`src/design/cubic_resampler_gain_ramp_mixer_top_macros.svh`:
```
// Assertion helpers shared by the checking code of the resampler.
`ifndef CUBIC_RESAMPLER_GAIN_RAMP_MIXER_TOP_MACROS_SVH
`define CUBIC_RESAMPLER_GAIN_RAMP_MIXER_TOP_MACROS_SVH

// Same-cycle implication, sampled on clk, off during reset
`define CRGM_ASSERT_IMPL(label, ante, cons) \
    label: assert property (@(posedge clk) disable iff (!rst_n) (ante) |-> (cons)) \
        else $error("crgm check failed");

// Next-cycle implication, sampled on clk, off during reset
`define CRGM_ASSERT_NEXT(label, ante, cons) \
    label: assert property (@(posedge clk) disable iff (!rst_n) (ante) |=> (cons)) \
        else $error("crgm check failed");

`endif

```
`src/design/crgm_pkg.sv`:
```
`timescale 1ns / 1ps
package crgm_pkg;

    localparam int CRGM_FIFO_DEPTH = 1024;
    localparam int CRGM_PHASE_BITS = 24;

    localparam int STEP_W  = 27;
    localparam int GSTEP_W = 18;
    localparam int GAIN_W  = 17;
    localparam int LEVEL_W = 18;
    localparam int SMP_W   = 16;
    localparam int MIX_W   = 24;
    localparam int CFG_AW  = 3;
    localparam int CFG_DW  = 27;

    // Register indexes on the configuration port
    localparam logic [CFG_AW-1:0] REG_STEP_RATIO   = 3'd0;
    localparam logic [CFG_AW-1:0] REG_GAIN_STEP    = 3'd1;
    localparam logic [CFG_AW-1:0] REG_TARGET_LEFT  = 3'd2;
    localparam logic [CFG_AW-1:0] REG_TARGET_RIGHT = 3'd3;
    localparam logic [CFG_AW-1:0] REG_STEREO       = 3'd4;
    localparam logic [CFG_AW-1:0] REG_FADE_OUT     = 3'd5;

    // Result status codes
    localparam logic [1:0] ST_PUSHED  = 2'd0;
    localparam logic [1:0] ST_DROPPED = 2'd1;
    localparam logic [1:0] ST_MIXED   = 2'd2;
    localparam logic [1:0] ST_EMPTY   = 2'd3;

    // Input opcodes
    localparam logic OP_PUSH    = 1'b0;
    localparam logic OP_REQUEST = 1'b1;

    typedef struct packed {
        logic                     opcode;
        logic signed [SMP_W-1:0]  sample_left;
        logic signed [SMP_W-1:0]  sample_right;
        logic signed [MIX_W-1:0]  mix_in_left;
        logic signed [MIX_W-1:0]  mix_in_right;
    } crgm_item_t;

    typedef struct packed {
        logic [STEP_W-1:0]  step_ratio;
        logic [GSTEP_W-1:0] gain_step;
        logic [GAIN_W-1:0]  target_left_gain;
        logic [GAIN_W-1:0]  target_right_gain;
        logic               stereo_source;
        logic               fade_out;
    } crgm_cfg_t;

endpackage

```
`src/design/crgm_front.sv`:
```
`timescale 1ns / 1ps
module crgm_front
    import crgm_pkg::*;
(
    input  logic        clk,
    input  logic        rst_n,
    input  logic        in_valid,
    output logic        in_ready,
    input  crgm_item_t  in_item,
    output logic        q_valid,
    input  logic        q_ready,
    output crgm_item_t  q_item
);

    crgm_item_t  slot_reg [2];
    logic        wr_ptr_reg;
    logic        rd_ptr_reg;
    logic [1:0]  count_reg;
    logic        push_w;
    logic        pop_w;

    assign in_ready = (count_reg != 2'd2);
    assign q_valid  = (count_reg != 2'd0);
    assign q_item   = slot_reg[rd_ptr_reg];
    assign push_w   = in_valid && in_ready;
    assign pop_w    = q_valid && q_ready;

    // Hold words in a two-entry queue
    always_ff @(posedge clk)
    begin
        if (push_w)
        begin
            slot_reg[wr_ptr_reg] <= in_item;
        end
    end

    // Advance pointers and occupancy
    always_ff @(posedge clk or negedge rst_n)
    begin
        if (!rst_n)
        begin
            wr_ptr_reg <= 1'b0;
            rd_ptr_reg <= 1'b0;
            count_reg  <= 2'd0;
        end
        else
        begin
            if (push_w)
            begin
                wr_ptr_reg <= ~wr_ptr_reg;
            end
            if (pop_w)
            begin
                rd_ptr_reg <= ~rd_ptr_reg;
            end
            if (push_w && !pop_w)
            begin
                count_reg <= count_reg + 2'd1;
            end
            else if (pop_w && !push_w)
            begin
                count_reg <= count_reg - 2'd1;
            end
        end
    end

endmodule

```
`config.mk`:
```
export PLATFORM = sky130hd
export DESIGN_NAME = crgm_front
export DESIGN_NICKNAME = d
export VERILOG_FILES = /design/src/design/cubic_resampler_gain_ramp_mixer_top_macros.svh /design/src/design/crgm_pkg.sv /design/src/design/crgm_front.sv
export SDC_FILE = /design/constraint.sdc
export NUM_CORES = 1
export LEC_CHECK = 0
export BUFFER_PORTS_ARGS = -buffer_cell sky130_fd_sc_hd__buf_2
export CAP_MARGIN = 40
export CORE_MARGIN = 2
export CORE_UTILIZATION = 40
export CTS_BUF_LIST = sky130_fd_sc_hd__clkbuf_2 sky130_fd_sc_hd__clkbuf_4 sky130_fd_sc_hd__clkbuf_8
export DETAILED_ROUTE_END_ITERATION = 6
export SLEW_MARGIN = 20
export SYNTH_ARGS = -nofsm -noshare
export SYNTH_HDL_FRONTEND = slang
export SYNTH_SLANG_ARGS = --single-unit
```
`constraint.sdc`:
```
create_clock -name clk -period 12.48 [get_ports clk]
set_input_delay 2.496 -clock clk [delete_from_list [all_inputs] [get_ports clk]]
set_output_delay 2.496 -clock clk [all_outputs]
set_load 0.1 [all_outputs]
```
## Word level (Yosys, flattened, before mapping)

Memory sizes are Yosys's and may differ from the RTL's.
Index checks and enable logic that the tools add are counted.

- Add/subtract/negate cells: 2
- Equality and inequality tests: 1
- Multiplexer cells: 4
- Bitwise gates (word level): 2
- Reduce and logical (&&, ||, !) cells: 8

Operators with widths:

| kind | number |
|---|---|
| $logic_and A1 B1 Y1 | 4 |
| $mux W2 | 2 |
| $reduce_bool A2 Y1 | 2 |
| $add A2 B1 Y2 const B | 1 |
| $logic_not A1 Y1 | 2 |
| $mux W1 | 2 |
| $ne A2 B2 Y1 const B | 1 |
| $not A1 Y1 | 2 |
| $sub A2 B1 Y2 const B | 1 |

- Register bits after elaboration: 4
- RAM bits: 162
- Input port bits: 85
- Output and inout bits: 83
- Memories kept: 1

Memories:

| memory | words | bits a word | read ports | clocked after Yosys merged registers in | wr ports | line | text |
|---|---|---|---|---|---|---|---|
| slot_reg | 2 | 81 | 1 | 0 | 1 | crgm_front.sv:15 | `crgm_item_t slot_reg [2];` |

## Longest topological paths before layout

Gate-level depths: netlist (run 1).

- Word-level depth: 6
- Depth in mapped cells: 7
- Depth with buffers taken out: 7

## Worst setup path before layout (run 1)

No wires, ideal clock.

- Kind: input port to flip-flop
- Start point: input port in_valid
- End point: memory slot_reg[0][0] in the netlist's numbering, enable pin
- Library setup time: 0.521 ns
- Data arrival time: 6.016 ns
- Setup slack: 5.943 ns
- Stages: 2
- Path buffers: 0
- Cell sequence: nand2_1 -> nor2_1

- Longest elaborated chain between the ends: 3

RTL lines:

| item | line | text |
|---|---|---|
| start: declaration | crgm_front.sv:7 | `input logic in_valid,` |
| $logic_and A1 B1 Y1 | crgm_front.sv:25 | `assign push_w = in_valid && in_ready;` |
| $mux W1 | crgm_front.sv:31 | `if (push_w)` |
| $mux W1 (implied by the code) | crgm_front.sv:33 | `slot_reg[wr_ptr_reg] <= in_item;` |
| end: declaration | crgm_front.sv:15 |  |

Every way passes these cells.

==> out/qor.yml, run 1 <==
status: "completed"
port_buffers: 167
drv_slew: 0
layout_min_cycle_time_ns: 5.41
skew_ns: 0.00835
globalplace.congestion: 0.660
drt-total-wl_um: 11200
start_util: 0.407
cts_tree: "built"
whs_endpoint: "count_reg[1]"
drtIter0Drc: 161
grt_max_degree: 49
grt_pass1_vias: 3133
rsz0062_at_grt: "no"
largest_reg_flops: 162
ant_nets: 0
synth.top_cells.by_area: "edfxtp_1 (76%), mux2_4 (18%), buf_12 (2.5%)"
worst-path-max-fanout: 42
min_path_type: "reg2reg"
drc: 0
fmax_ghz: 0.185
ys_types: 15
post_drt_wl_per_cell_um: 16.5
hold_violations: 0
min_delay_path_depth: 1
min_period_over_period: 0.434
insertion_delay_ns: 0.44
r2r_slack_ns: 10.18
antenna_cells: 0
place_inst: 648
yosys_warnings: 0
drive_gt1_frac: 0.610
grt-ovfl-total: 0
cts-buffers-inserted: 17
final_common_cell: "buf_2"
cp-end-kind: "output pin"
synthCells: 270
ctsHoldBuffers: 0
vias_per_cell: 4.52
setup-tns-final_ns: 0
worstRegToRegCells: 5
timing.rr.start: "count_reg[0]"
final_cells: 678
synth_area_leader_cell: "edfxtp_1"
cp-start-kind: "flip-flop"
syn_to_final_growth_pct: 20.9
clockBufferDepth: 2
syn_nets: 356
htree_levels: 4
clk_pin_slew_ns: 0.08
synth_top_area_share: 0.756
dr_total_vias: 3067
chipWidth_um: 131
layout_common_cells: "buf_2 (167), edfxtp_1 (162), mux2_4 (79)"
yosysSeqAreaShare: 0.771
rows: 46
max_slew.worst_pin.slew_ns: 0.817
final_core_util: 0.492
ys_ff_latch: 166
cp-startpoint: "rd_ptr_reg"
cts.sinks: 166
grtUsageTotal: 0.134
fin_ws_ns: 7.07
post_synth.cell_area_avg_sq_um: 23.8
core_sq_mm: 0.0158
cts_resized: 0
grt_pass1_wl_um: 16500
min_from: "count_reg[1]"
dieHeight_um: 131
drt_first_pass_iters: 4
maxCapViolCount: 0
place_ws_ns: 7.50
synthesis.area_sq_mm: 0.00644
num_io_pins: 168
max-slew-margin-rel: 0.456
post_cts_buffers: 0
clock-root-buffer: "clkbuf_8"
die-area_sq_mm: 0.0171
antenna_found_initial: 0
cp.arrival_ns: 2.91
setup_viol: 0
reg2reg_to: "slot_reg[0][71]"
fin_nets: 537
crit_type: "reg2out"
dp_hpwl_um: 7280
required_ns: 9.98
## synthesized netlist by cell type, drive strengths merged
library cell  number
and3               1
buf                9
dfrtp              4
edfxtp           162
ha                 1
inv                1
mux2              81
nand2              2
nand2b             1
nor2               2
or2                1
xnor2              3
xor2               2
## area by class of cell
type	instances	area, sq um
timing repair buffer	171	878
multi-input combinational	94	1310
fill	1366	8040
clock buffer	18	241
tap	216	270
sequential	166	4970
inverter	1	3.75
clock inverter	12	114
## metal layers
metal / part of all wire / vias up / global-route usage / routed length (um)
li1: - / 1429 / - / -
met1: 0.43 / 1507 / 0.163 / 4830
met2: 0.48 / 117 / 0.212 / 5320
met3: 0.074 / 14 / 0.0509 / 832
met4: 0.017 / 0 / 0.0613 / 191
met5: 0 / - / 0 / 0
## logic make-up (layout without fill, tap and decap cells)
| kind of cell | after synthesis | count (layout) | share of synthesized area |
|---|---|---|---|
| simple gates | 7 | 7 | 0.00525 |
| buf+inv | 10 | 202 | 0.0272 |
| flops | 166 | 166 | 0.771 |
| xor+xnor | 5 | 5 | 0.00680 |
| mux | 81 | 81 | 0.188 |
| fa+ha+maj | 1 | 1 | 0.00194 |
## through the flow
step           area, sq um  hold slack, ns
4_1_cts               7790           0.503
3_3_place_gp          7410           0.472
2_1_floorplan         6440           0.456
3_5_place_dp          7430           0.492
6_report              7790           0.505
5_1_grt               7790           0.520
## how the worst max path moves through the flow
stage,end,cells after the start
6_report,q_item[41],3
3_5_place_dp,q_item[51],3
5_1_grt,q_item[43],3
4_1_cts,q_item[51],3
2_1_floorplan,slot_reg[0][0],2
3_3_place_gp,q_item[26],3
## worst max-delay path, stage by stage, from the launching register on
cell	delay (ns)
dfrtp_4	0.93
buf_4	0.74
mux2_4	0.29
buf_2	0.42
Power of run 1 is not shown: default switching activity piles up to over one toggle a cycle in this logic, so the estimate is an artifact.
==> inputs of run 2 (changes only) <==
PLACE_DENSITY = 0.66   (was not set)
clock period = 4.8 ns   (was 12.48 ns; I/O delays follow)
==> run 2 against run 1 <==
Effect of this change: clock-buffer cell count grew 3; cell count up 0.59%; worst hold slack worse by 0.19 ns; via count rose by 0.42%; sequential cell count is the same; first-iteration DRC count down 1.2%; clock skew hardly changed; non-clock buffer count rose by 2; register-to-register slack got worse by 7.3 ns; critical endpoint is now q_item[28].
==> out/qor.yml, run 2 (same netlist as run 1, synthesis figures left out) <==
cp.arrival_ns: 2.32  # was 2.91 ns
cts-buffers-inserted: 17  # unchanged
dieHeight_um: 131  # unchanged
crit_type: "reg2out"  # unchanged
worst-path-max-fanout: 38  # was 42
port_buffers: 167  # unchanged
cp-startpoint: "rd_ptr_reg"  # unchanged
grt-ovfl-total: 0  # unchanged
min_period_over_period: 0.684
layout_min_cycle_time_ns: 3.28
placed_area_sq_mm: 0.00748  # was 0.00743 sq mm
cts.sinks: 166  # unchanged
vias_per_cell: 4.52  # about the same
drt-total-wl_um: 11200  # about the same
fin_nets: 539  # was 537
grt_pass1_wl_um: 16300  # was 16500 um
skew_ns: 0.00830  # was 0.00835 ns
antenna_cells: 0  # unchanged
n_fill_cell: 1361  # was 1366
timing.rr.start: "count_reg[0]"  # unchanged
post_cts_buffers: 0  # unchanged
min_path_type: "in2async"  # was reg2reg
reg2reg_to: "slot_reg[0][73]"  # was slot_reg[0][71]
htree_levels: 4  # unchanged
setup-tns-final_ns: 0  # unchanged
status: "completed"  # unchanged
globalplace.congestion: 0.687  # was 0.660
r2r_slack_ns: 2.91  # was 10.18 ns
cts_tree: "built"  # unchanged
dp_hpwl_um: 7360  # was 7280 um
core_sq_mm: 0.0158  # unchanged
hold_violations: 0  # unchanged
drv_slew: 0  # unchanged
drtIter0Drc: 159  # was 161
fmax_ghz: 0.305
rsz0062_at_grt: "no"  # unchanged
register_area_sq_mm: 0.00497  # unchanged
rows: 46  # unchanged
dr_total_vias: 3080  # was 3067
largest_reg_flops: 162  # unchanged
die-area_sq_mm: 0.0171  # unchanged
multiInputGateArea_sq_mm: 0.00131  # unchanged
final_cell_area_sq_mm: 0.00789  # was 0.00779 sq mm
layout_common_cells: "buf_2 (167), edfxtp_1 (162), mux2_4 (79)"  # unchanged
cp-start-kind: "flip-flop"  # unchanged
max_slew.worst_pin.slew_ns: 0.572  # was 0.817 ns
ant_nets: 0  # unchanged
required_ns: 3.84  # was 9.98 ns
cts_resized: 0  # unchanged
worstRegToRegCells: 4  # was 5
num_io_pins: 168  # unchanged
max-slew-margin-rel: 0.618  # was 0.456
grt_max_degree: 48  # was 49
cp-end-kind: "output pin"  # unchanged
syn_to_final_growth_pct: 22.5  # was 20.9%
grt_pass1_vias: 3166  # was 3133
insertion_delay_ns: 0.44  # about the same
clk_pin_slew_ns: 0.08  # about the same
clockBufferDepth: 2  # unchanged
antenna_found_initial: 1  # was 0
ctsHoldBuffers: 0  # unchanged
start_util: 0.407  # unchanged
drc: 0  # unchanged
final_common_cell: "buf_2"  # unchanged
maxCapViolCount: 0  # unchanged
post_drt_wl_per_cell_um: 16.4  # was 16.5 um
chipWidth_um: 131  # unchanged
clock-root-buffer: "clkbuf_8"  # unchanged
drive_gt1_frac: 0.616  # was 0.610
grtUsageTotal: 0.132  # was 0.134
drt_first_pass_iters: 4  # unchanged
setup_viol: 0  # unchanged
[run 2: cell count changes in the layout (fill, tap and decap cells not counted), moves of 2 or more]
cell and change:
buf_16 +2, clkinvlp_4 -2, buf_12 +2, clkbuf_4 +3, buf_4 -2
[run 2: area by class of cell]
type | count | area share
clock buffer | 21 | 0.0335
clock inverter | 11 | 0.0138
inverter | 1 | 0.000476
multi-input combinational | 94 | 0.166
sequential | 166 | 0.630
tap | 216 | 0.0343
timing repair buffer | 173 | 0.122
[run 2: layer usage]
layer  up-vias  global-route usage  wire (um)
met1      1521               0.148       4380
met2       109               0.222       5730
li1       1433                   -          -
met4         2              0.0582        191
met5         -                   0         14
met3        15              0.0533        855
[run 2: worst max path at each step]
stage,cells past startpoint,end,slack [ns]
final,4,q_item[28],1.52
after global routing,4,q_item[68],1.41
after CTS,3,q_item[28],1.24
after detailed placement,3,q_item[28],1.76
after global placement,3,q_item[68],1.78
after floorplan,3,slot_reg[0][0],0.76
[run 2: metrics by stage]
| step | util | worst slack [ns] | cells | hold slack [ns] |
|---|---|---|---|---|
| global route | 0.498 | 1.41 | 682 | 0.281 |
| finish | 0.498 | 1.52 | 682 | 0.317 |
| floorplan | - | 0.764 | 270 | 0.456 |
| global placement | 0.470 | 1.78 | 647 | 0.471 |
| CTS | 0.496 | 1.24 | 681 | 0.276 |
| detailed placement | 0.473 | 1.76 | 649 | 0.490 |
[run 2: worst max-delay path: stages, from the launching register on]
cell     delay [ns]
dfrtp_4        0.55
buf_16         0.30
buf_12         0.32
mux2_4         0.22
buf_2          0.42
Power of run 2 is left out for the same reason.
==> inputs of run 3 (changes only) <==
ABC_AREA = 1   (was not set)
PLACE_DENSITY = not set   (was 0.66)
clock period = 3.1 ns   (was 4.8 ns; I/O delays follow)
==> run 3 against run 2 <==
Effect of this change: sequential share of layout area shrank 6.6 points; wire length grew 8.2%; area after synthesis down 4.6%; worst hold slack better by 0.045 ns; clock skew increased by 0.00053 ns; non-clock buffer count up 3; final area rose by 12%; critical path depth increased by 1; cell count rose by 21%; highest routed layer unchanged.
==> out/qor.yml, run 3 <==
hold_violations: 0  # unchanged
max_slew.worst_pin.slew_ns: 0.776  # was 0.572 ns
cp-end-kind: "output pin"  # unchanged
dp_hpwl_um: 7820  # was 7360 um
synthesis.area_sq_mm: 0.00614  # was 0.00644 sq mm
clockBufferDepth: 2  # unchanged
status: "completed"  # unchanged
syn_to_final_growth_pct: 43.3  # was 22.5%
antenna_cells: 0  # unchanged
chipWidth_um: 128  # was 131 um
slowest_stage: "buf_4"  # was dfrtp_4
fmax_ghz: 0.397
fin_ws_ns: 0.583  # was 1.52 ns
synth_top_area_share: 0.792  # was 0.756
crit_type: "reg2out"  # unchanged
htree_levels: 4  # unchanged
setup_viol: 0  # unchanged
min_path_type: "in2reg"  # was in2async
syn_nets: 537  # was 356
drive_gt1_frac: 0.325  # was 0.616
clk_pin_slew_ns: 0.08  # about the same
drv_slew: 0  # unchanged
place_ws_ns: 1.02  # was 1.76 ns
whs_ns: 0.362  # was 0.317 ns
synth.top_cells.by_area: "edfxtp_1 (79%), nand2_1 (15%), buf_6 (1.7%)"  # was edfxtp_1 (76%), mux2_4 (18%), buf_12 (2.5%)
setup-tns-final_ns: 0  # unchanged
layout_common_cells: "nand2_1 (252), edfxtp_1 (162), buf_2 (86)"  # was buf_2 (167), edfxtp_1 (162), mux2_4 (79)
dr_total_vias: 3818  # was 3080
grt_pass1_vias: 3860  # was 3166
max-slew-margin-rel: 0.483  # was 0.618
synth.most_common_cell: "nand2_1"  # was edfxtp_1
post_synth.cell_area_avg_sq_um: 13.6  # was 23.8 sq um
antenna_found_initial: 1  # unchanged
ant_nets: 0  # unchanged
yosysSeqAreaShare: 0.808  # was 0.771
insertion_delay_ns: 0.44  # about the same
ys_types: 15  # unchanged
required_ns: 2.48  # was 3.84 ns
ys_ff_latch: 166  # unchanged
rows: 45  # was 46
start_util: 0.407  # about the same
grt_pass1_wl_um: 19000  # was 16300 um
fin_nets: 715  # was 539
synth_area_leader_cell: "edfxtp_1"  # unchanged
final_common_cell: "nand2_1"  # was buf_2
synthCells: 451  # was 270
cts_tree: "built"  # unchanged
dieHeight_um: 128  # was 131 um
max_stage_delay_ns: 0.39  # was 0.55 ns
clock-root-buffer: "clkbuf_8"  # unchanged
n_fill_cell: 1181  # was 1361
crit_chain: "buf_4 > buf_12 > nand2_1 > nand2_1 > buf_12"  # was buf_16 > buf_12 > mux2_4 > buf_2
vias_per_cell: 4.61  # was 4.52
grt_max_degree: 83  # was 48
core_sq_mm: 0.0151  # was 0.0158 sq mm
die-area_sq_mm: 0.0164  # was 0.0171 sq mm
num_io_pins: 168  # unchanged
cp-start-kind: "flip-flop"  # unchanged
post_cts_buffers: 0  # unchanged
synth_flop_cell: "edfxtp_1"  # unchanged
cts-buffers-inserted: 17  # unchanged
rsz0062_at_grt: "no"  # unchanged
post_drt_wl_per_cell_um: 14.6  # was 16.4 um
synthArstFlopShare: 0.0241  # unchanged
drc: 0  # unchanged
drtIter0Drc: 164  # was 159
globalplace.congestion: 0.714  # was 0.687
skew_ns: 0.00883  # was 0.00830 ns
grtUsageTotal: 0.155  # was 0.132
worst-path-max-fanout: 44  # was 38
port_buffers: 167  # unchanged
drt-total-wl_um: 12100  # was 11200 um
drt_first_pass_iters: 4  # unchanged
synth-edff-count: 162  # unchanged
min_period_over_period: 0.812
yosys-top-cells-count: "nand2_1 (252), edfxtp_1 (162), buf_6 (9)"  # was edfxtp_1 (162), mux2_4 (79), buf_12 (8)
maxCapViolCount: 0  # unchanged
cp.arrival_ns: 1.90  # was 2.32 ns
cts.sinks: 166  # unchanged
layout_min_cycle_time_ns: 2.52
grt-ovfl-total: 0  # unchanged
largest_reg_flops: 162  # unchanged
yosys_warnings: 0  # unchanged
run 3: cell types whose count changed in the layout (fill, tap and decap cells not counted), moves of 4 or more:
cell     previous run  this run
buf_2             167        86
inv_1               1         6
mux2_4             79         0
nand2_1             2       252
buf_4               1         5
buf_12              3        83
run 3: layer usage:
layer,track usage,wire length (um),vias up
li1,-,-,1866
met1,0.176,4900,1794
met2,0.258,5940,142
met3,0.0710,1090,14
met4,0.0614,155,2
met5,0,8,-
run 3: cell type report:
cell class,count,area (sq um),share of cell area
Clock buffer,19,249,0.0283
Clock inverter,11,135,0.0154
Inverter,7,26.3,0.00299
Multi-Input combinational cell,261,1020,0.116
Sequential cell,166,4970,0.564
Tap cell,188,235,0.0267
Timing Repair Buffer,176,2170,0.246
run 3: cells by family after synthesis:
logic type    Yosys count  synth area share
simple gates          258             0.159
fa+ha+maj               1           0.00204
flops                 166             0.808
xor+xnor                2           0.00285
buf+inv                24            0.0277
run 3: repair_timing:
action,4_1_cts,5_1_grt
endpoints found under the setup margin,0,0
gates resized for setup,0,0
hold buffers,1,0
hold endpoints to repair,4,0
run 3: worst paths after layout:
check                              from              end  slack (ns)  depth (start not counted)
setup / recovery             rd_ptr_reg       q_item[41]        0.58                          5
hold / removal               in_item[4]   slot_reg[1][4]        0.36                          1
setup reg to reg           count_reg[0]  slot_reg[1][15]        1.26                          5
hold reg to reg            count_reg[0]     count_reg[0]        0.52                          1
max in group asynchronous         rst_n       rd_ptr_reg        2.42                          2
min in group asynchronous         rst_n     count_reg[1]        0.54                          2
run 3: worst max-delay path, delay by kind of cell, from the launching register on:
family / cells / cell delay, ns
buf+inv: 3 / 0.85
simple gates: 2 / 0.21
flops: 1 / 0.37
run 3: metrics by stage:
stage           util  area, sq um  cells
3_3_place_gp   0.554         8360    795
4_1_cts        0.581         8770    827
2_1_floorplan      -         6150    451
3_5_place_dp   0.555         8380    796
5_1_grt        0.583         8800    828
6_report       0.583         8800    828
Power of run 3 is left out for the same reason.
